--- config.mk ---
export PLATFORM = sky130hd
export DESIGN_NAME = mtp_cell
export DESIGN_NICKNAME = d
export VERILOG_FILES = /design/src/design/mtp_pkg.sv /design/src/design/mtp_cell.sv
export SDC_FILE = /design/constraint.sdc
export NUM_CORES = 1
export LEC_CHECK = 0
export BUFFER_PORTS_ARGS = -buffer_cell sky130_fd_sc_hd__buf_2
export CAP_MARGIN = 0
export CELL_PAD_IN_SITES_DETAIL_PLACEMENT = 1
export CELL_PAD_IN_SITES_GLOBAL_PLACEMENT = 1
export CORE_MARGIN = 2
export CORE_UTILIZATION = 30
export CTS_CLUSTER_DIAMETER = 100
export CTS_CLUSTER_SIZE = 12
export DETAILED_ROUTE_END_ITERATION = 8
export GPL_TIMING_DRIVEN = 0
export PLACE_DENSITY = 0.74
export SYNTH_ARGS = -nofsm -noshare
export SYNTH_HDL_FRONTEND = slang
export SYNTH_SLANG_ARGS = --single-unit
--- constraint.sdc ---
create_clock -name clk_i -period 1.5 [get_ports clk_i]
set_clock_uncertainty 0.2 [all_clocks]
set_input_delay 0.075 -clock clk_i [delete_from_list [all_inputs] [get_ports clk_i]]
set_output_delay 0.075 -clock clk_i [all_outputs]
set_load 0.02 [all_outputs]
--- src/design/mtp_pkg.sv ---
// Shared constants and word functions for the Mersenne Twister generator.
`timescale 1ns / 1ps

package mtp_pkg;

  localparam int unsigned WORD_W       = 32;
  localparam int unsigned OUT_W        = 31;
  localparam int unsigned STATE_WORDS  = 624;
  localparam int unsigned TWIST_OFFSET = 397;
  localparam int unsigned CNT_W        = $clog2(STATE_WORDS);

  localparam logic [CNT_W-1:0]  SEED_LAST    = CNT_W'(STATE_WORDS - 1);
  localparam logic [WORD_W-1:0] TWIST_MATRIX = 32'h9908_b0df;
  localparam logic [WORD_W-1:0] HIGH_BIT     = 32'h8000_0000;
  localparam logic [WORD_W-1:0] LOW_BITS     = 32'h7fff_ffff;
  localparam logic [WORD_W-1:0] TEMPER_B     = 32'h9d2c_5680;
  localparam logic [WORD_W-1:0] TEMPER_C     = 32'hefc6_0000;
  localparam logic [16:0]       SEED_MULT    = 17'd69069;
  localparam logic [WORD_W-1:0] SEED_RESET   = 32'd4357;

  typedef logic [WORD_W-1:0] word_t;

  // One twist step: combine the top bit of the current word with the low bits of the next.
  function automatic word_t twist_word(input word_t cur, input word_t nxt, input word_t far);
    word_t y;
    word_t v;
    y = (cur & HIGH_BIT) | (nxt & LOW_BITS);
    v = far ^ (y >> 1);
    if (y[0]) begin
      v = v ^ TWIST_MATRIX;
    end
    return v;
  endfunction

  // Tempering transform applied to each word on its way out.
  function automatic word_t temper_word(input word_t w);
    word_t y;
    y = w;
    y = y ^ (y >> 11);
    y = y ^ ((y << 7) & TEMPER_B);
    y = y ^ ((y << 15) & TEMPER_C);
    y = y ^ (y >> 18);
    return y;
  endfunction

endpackage

--- src/design/mtp_cell.sv ---
// One word cell of the state shift ring.
`timescale 1ns / 1ps

module mtp_cell import mtp_pkg::*; (
  input  logic  clk_i,
  input  logic  shift_i,
  input  word_t word_i,
  output word_t word_o
);

  word_t word_q;
  word_t word_d;

  // Take the neighbour's word whenever the ring advances.
  assign word_d = shift_i ? word_i : word_q;

  always_ff @(posedge clk_i) begin
    word_q <= word_d;
  end

  assign word_o = word_q;

endmodule

==> reports/qor.csv, run 1 <==
stage,metric,value,unit
run_status,run status,finished clean,
routing,routed wirelength normalized by instance count,13.3,um
floorplanning,Floorplan Core Area,0.00305,mm2
global_route,first-pass GRT wire length,3570,um
layout,NumNets Final,170,
placed_design,post-place instance area,0.00134,mm2
power_and_ir_drop,power per standard cell area,1050,mW/mm2
synthesis,dominant cells by area after synthesis,sky130_fd_sc_hd__edfxtp_1,
timing,unrepaired setup endpoints after global routing,no,
global_route,vias in the first global route,742,
synthesis,"area fraction in and, or, nand and nor cells after synthesis",0,
routing,DRC violation count after routing,0,
timing,smallest setup slack after layout,0.342,ns
layout,area used by multi-input combinational logic,0,um2
synthesis,cell accounting for the most synthesized area,sky130_fd_sc_hd__edfxtp_1,
layout,share of layout cells above drive strength 1,0.511,
timing,fin. max-slew vios,0,
layout,"Design Area, Final",0.00171,mm2
synthesis,total of warnings raised by yosys,0,
setup_path,CP peak stage delay,0.40,ns
timing,worst slew margin relative to its limit,0.522,
setup_path,type of origin of the critical path,register,
synthesis,count of unique library cells instantiated by Yosys,1,
placed_design,buffers added on ports,65,
synthesis,xor and xnor fraction of the mapped netlist area,0,
layout,antenna cell count,0,
timing,post-route setup TNS,0,ns
synthesis,Synth top area share,1.00,
setup_path,series of cell instances along the critical path,buf_2,
floorplanning,Initial Util,0.315,
cts,clock tree from TritonCTS,done,
layout,total number of multi-input combinational cells,0,
synthesis,portion of the post-synthesis area used by sequential elements,1.00,
floorplanning,Chip Width,60.6,um
timing,"Setup violations, final",0,
cts,clk root buf,sky130_fd_sc_hd__clkbuf_4,
routing,Post-Route WL,2400,um
placed_design,Placer Congestion,0.639,
floorplanning,Placement Rows,20,
global_route,maximum number of pins on one net before global-route repair,33,
synthesis,most frequent cell after synthesis,sky130_fd_sc_hd__edfxtp_1,
setup_path,combined buffer and inverter count along the critical path,1,
timing,transition time of the tightest slew-check pin,0.717,ns
synthesis,number of flip-flops and latches in the synthesized netlist,32,
synthesis,Synth async-reset ratio,0,
power_and_ir_drop,leakage power summed over all cells,0.729,nW
power_and_ir_drop,VDD IR max,0.000545,V
floorplanning,total I/O pin count,66,
setup_path,Crit. End Element,output port,
global_route,sum of overflow across all layers after global routing,0,
routing,via/cell ratio,3.98,
cts,clk buf depth,2,
synthesis,share of cell area taken by muxes after synthesis,0,
setup_path,arrival time of the worst setup path,0.88,ns
synthesis,Main synth FF type,sky130_fd_sc_hd__edfxtp_1,
global_route,global-route usage over all layers,0.146,
timing,Period minus WS final,1.16,ns
layout,"flip-flop count of the largest register, all copies and words added",32,
layout,Layout Area Growth over Synthesis,78.0,%
layout,final standard cell utilization of the core,0.560,
timing,final critical-path share of the clock period,0.772,
synthesis,Synth Area in Compound Gates,0,
cts,CTS HTree Levels,2,
synthesis,average cell area after synthesis,30.0,um2
synthesis,most used standard cells in the synthesized netlist,sky130_fd_sc_hd__edfxtp_1,
synthesis,adder and majority gate portion of the synthesized area,0,
setup_path,cell family with most CP delay,flip-flops,
cts,Worst-path clk slew,0.10,ns
cts,total number of clock tree sinks,32,
cts,setup fix buffers added after clock tree synthesis,0,
routing,Iteration-0 DRC Markers,13,
setup_path,CP max stage cell,sky130_fd_sc_hd__edfxtp_1,
cts,CTS buffer count,5,
synthesis,cell area after synthesis,961,um2
setup_path,crit path kind,reg2out,
routing,overall via count from detail_route,721,
layout,filler cell count,317,
hold_path,worst hold path class,in2reg,
floorplanning,vertical extent of the die,60.6,um
setup_path,required time of the worst setup path,1.22,ns
job,max-cap check violation count,0,
routing,count of TritonRoute iterations in the first routing pass,4,
setup_path,Max Fanout on Critical Path,1,
synthesis,cell count after synthesis,32,
placed_design,Post-Place Setup Slack,0.261,ns
synthesis,number of flops mapped to enable cells by yosys,32,
synthesis,synthesized netlist net count,66,
floorplanning,area of the die,0.00367,mm2
timing,Final Hold Violating Endpoints,0,
global_route,initial antenna violation count,0,
timing,Max Clock Freq,864,MHz
routing,number of nets with antenna violations after detailed routing,0,
-- power by group --
part	internal, mW	switching [mW]	total [mW]	leakage [nW]
logic	0.128	0.151	0.279	0.389
clock network	0.180	0.264	0.444	0.0269
registers	1.06	0.0163	1.08	0.313
-- cell type report --
type | instances | area, um2 | area share
clock buffers | 7 | 45.0 | 0.0263
clock inverters | 1 | 3.75 | 0.00219
flip-flops and latches | 32 | 961 | 0.562
well taps | 44 | 55.1 | 0.0322
repair buffers | 97 | 646 | 0.377
-- placed cells by master, fill, tap and decap left out --
cell type and instances:
sky130_fd_sc_hd__dlygate4sd3_1 32, sky130_fd_sc_hd__clkinv_1 1, sky130_fd_sc_hd__edfxtp_1 32, sky130_fd_sc_hd__buf_2 65, sky130_fd_sc_hd__clkbuf_4 5, sky130_fd_sc_hd__clkbuf_1 2
-- per-stage QoR --
step	hold slack, ns	std cells	power, mW
after floorplan	-0.0261	32	1.19
after global placement	0.0513	141	1.31
after detailed placement	0.0538	141	1.32
after CTS	0.150	181	1.83
after global routing	0.171	181	1.89
final	0.155	181	1.80
-- final timing paths --
path | cells after the start | startpoint | to | slack, ns
max | 1 | word_o[22] | word_o[22] | 0.34
min | 1 | shift_i | word_o[2] | 0.16
-- repair_timing --
item / in CTS / in global routing
endpoints found under the hold margin: 32 / 0
endpoints found under the setup margin: 0 / 0
gates resized for setup: 0 / 0
hold buffers: 32 / 0
-- cell families (layout without fill, tap and decap cells) --
kind of cell,after synthesis,after routing
buffers and inverters,0,105
DFF,32,32
-- per-layer routing --
| metal | vias up | global-route usage | wire length (um) |
|---|---|---|---|
| met5 | - | 0 | 0 |
| met3 | 5 | 0.0469 | 180 |
| met2 | 42 | 0.266 | 1400 |
| li1 | 338 | - | - |
| met1 | 336 | 0.143 | 789 |
| met4 | 0 | 0.0839 | 31 |
Power figures use the tool's default switching activity.
==> run 2: changes to the inputs <==
- clock period: 1.5 -> 1.15 ns (I/O delays scaled with it)
==> run 2 against run 1 <==
Compared with the run above:
- critical endpoint is now word_o[3]
- flip-flop and latch count unchanged
- power increased by 35%
- final area increased by 8.0%
- clock power increased by 30%
- global-route usage unchanged
- largest power group unchanged
- utilization increased by 4.5 points
==> reports/qor.csv, run 2 (synthesis gave the netlist of run 1 again) <==
stage,metric,value,unit,change
timing,Max Clock Freq,884,MHz,
setup_path,CP max stage cell,sky130_fd_sc_hd__edfxtp_1,,
cts,CTS buffer count,5,,unchanged
layout,antenna cell count,0,,unchanged
layout,"flip-flop count of the largest register, all copies and words added",32,,unchanged
timing,final critical-path share of the clock period,0.984,,
timing,"Setup violations, final",0,,unchanged
setup_path,Crit. End Element,output port,,
setup_path,arrival time of the worst setup path,0.87,ns,about the same
routing,count of TritonRoute iterations in the first routing pass,2,,-2
hold_path,worst hold path class,in2reg,,
power_and_ir_drop,power per standard cell area,1320,mW/mm2,+25%
setup_path,end point of the critical path,word_o[3],,
placed_design,number of cells after detailed placement,141,,unchanged
layout,"top library cells by usage in the layout, fill and taps aside","sky130_fd_sc_hd__buf_2, sky130_fd_sc_hd__dlygate4sd3_1, sky130_fd_sc_hd__edfxtp_1",,
layout,filler cell count,292,,-7.9%
cts,clock tree from TritonCTS,done,,
power_and_ir_drop,leakage power summed over all cells,0.776,nW,+6.4%
global_route,global-route usage over all layers,0.146,,unchanged
routing,routed wirelength normalized by instance count,13.8,um,+4.3%
routing,number of nets with antenna violations after detailed routing,0,,unchanged
routing,Post-Route WL,2500,um,+4.3%
global_route,maximum number of pins on one net before global-route repair,33,,unchanged
layout,post-layout instance count excluding filler cells,181,,unchanged
placed_design,buffers added on ports,65,,unchanged
setup_path,Max Fanout on Critical Path,1,,unchanged
global_route,sum of overflow across all layers after global routing,0,,unchanged
run_status,run status,finished clean,,
setup_path,series of cell instances along the critical path,buf_2,,
floorplanning,Placement Rows,20,,unchanged
timing,worst slew margin relative to its limit,0.532,,+0.00973
cts,total number of clock tree sinks,32,,unchanged
cts,Worst-path clk slew,0.09,ns,about the same
floorplanning,total I/O pin count,66,,unchanged
layout,"Design Area, Final",0.00185,mm2,+8.0%
timing,Final Hold Violating Endpoints,0,,unchanged
power_and_ir_drop,VDD IR max,0.000726,V,+33%
layout,Layout Area Growth over Synthesis,92.3,%,
cts,clk root buf,sky130_fd_sc_hd__clkbuf_4,,
timing,fin. max-slew vios,0,,unchanged
setup_path,critical path startpoint,word_o[3],,
timing,unrepaired setup endpoints after global routing,yes,,
layout,"most common cell after layout, fill and taps aside",sky130_fd_sc_hd__buf_2,,
setup_path,combined buffer and inverter count along the critical path,1,,unchanged
setup_path,crit path kind,reg2out,,
setup_path,cell family with most CP delay,flip-flops,,
timing,post-route worst hold slack,0.130,ns,-0.0251 ns
layout,share of layout cells above drive strength 1,0.511,,unchanged
routing,via/cell ratio,3.96,,-0.69%
global_route,initial antenna violation count,0,,unchanged
layout,NumNets Final,170,,unchanged
floorplanning,Chip Width,60.6,um,unchanged
routing,Iteration-0 DRC Markers,6,,-7
setup_path,instance count on the critical path,1,,unchanged
setup_path,required time of the worst setup path,0.89,ns,-0.33 ns
placed_design,Placer Congestion,0.639,,unchanged
floorplanning,Floorplan Core Area,0.00305,mm2,unchanged
floorplanning,area of the die,0.00367,mm2,unchanged
setup_path,type of origin of the critical path,register,,
job,max-cap check violation count,0,,unchanged
global_route,vias in the first global route,742,,unchanged
cts,clk buf depth,2,,unchanged
layout,final standard cell utilization of the core,0.605,,+0.0451
timing,transition time of the tightest slew-check pin,0.702,ns,-0.0146 ns
global_route,first-pass GRT wire length,3570,um,unchanged
cts,CTS HTree Levels,2,,unchanged
floorplanning,vertical extent of the die,60.6,um,unchanged
timing,Period minus WS final,1.13,ns,
placed_design,post-place instance area,0.00134,mm2,unchanged
routing,DRC violation count after routing,0,,unchanged
layout,total number of multi-input combinational cells,0,,unchanged
routing,overall via count from detail_route,716,,-0.69%
setup_path,CP peak stage delay,0.39,ns,about the same
floorplanning,Initial Util,0.315,,unchanged
layout,area used by multi-input combinational logic,0,um2,unchanged
==> run 2: cell counts in the layout (fill, tap and decap cells not counted) <==
Identical to the previous run, type by type.
==> run 2: layer usage <==
| layer | GRT usage | share of wire | vias up |
|---|---|---|---|
| li1 | - | - | 338 |
| met1 | 0.143 | 0.33 | 330 |
| met2 | 0.266 | 0.59 | 41 |
| met3 | 0.0469 | 0.062 | 7 |
| met4 | 0.0839 | 0.019 | 0 |
| met5 | 0 | 0 | - |
==> run 2: worst min path at each step <==
stage,from,cells past startpoint,slack (ns),endpoint
2_1_floorplan,word_i[0],0,-0.04,word_o[0]
3_3_place_gp,word_i[7],1,0.03,word_o[7]
3_5_place_dp,word_i[7],1,0.04,word_o[7]
4_1_cts,shift_i,1,0.13,word_o[10]
5_1_grt,shift_i,1,0.15,word_o[28]
6_report,shift_i,1,0.13,word_o[21]
==> run 2: area by class of cell <==
type / instances / area, um2 / area share
clock buffers: 7 / 45.0 / 0.0244
clock inverters: 1 / 3.75 / 0.00203
flip-flops and latches: 32 / 961 / 0.520
well taps: 44 / 55.1 / 0.0298
repair buffers: 97 / 783 / 0.424
==> run 2: power breakdown <==
part	total [mW]	internal (mW)	switching, mW
clock network	0.578	0.235	0.343
logic	0.436	0.237	0.199
registers	1.42	1.39	0.0357
==> run 2: through the flow <==
stage / setup TNS, ns / power, mW / setup WS [ns]
floorplan: 0 / 1.56 / 0.443
global placement: -0.436 / 1.70 / -0.0148
detailed placement: -2.22 / 1.72 / -0.0711
CTS: -0.00671 / 2.38 / -0.00609
global route: -0.402 / 2.55 / -0.0336
finish: 0 / 2.44 / 0.0186
==> run 2: repair_timing <==
item / CTS / global route
gates resized for setup: 0 / 44
setup endpoints to repair: 2 / 27
setup buffers: 0 / 0
endpoints found under the hold margin: 32 / 0
hold buffers: 32 / 0
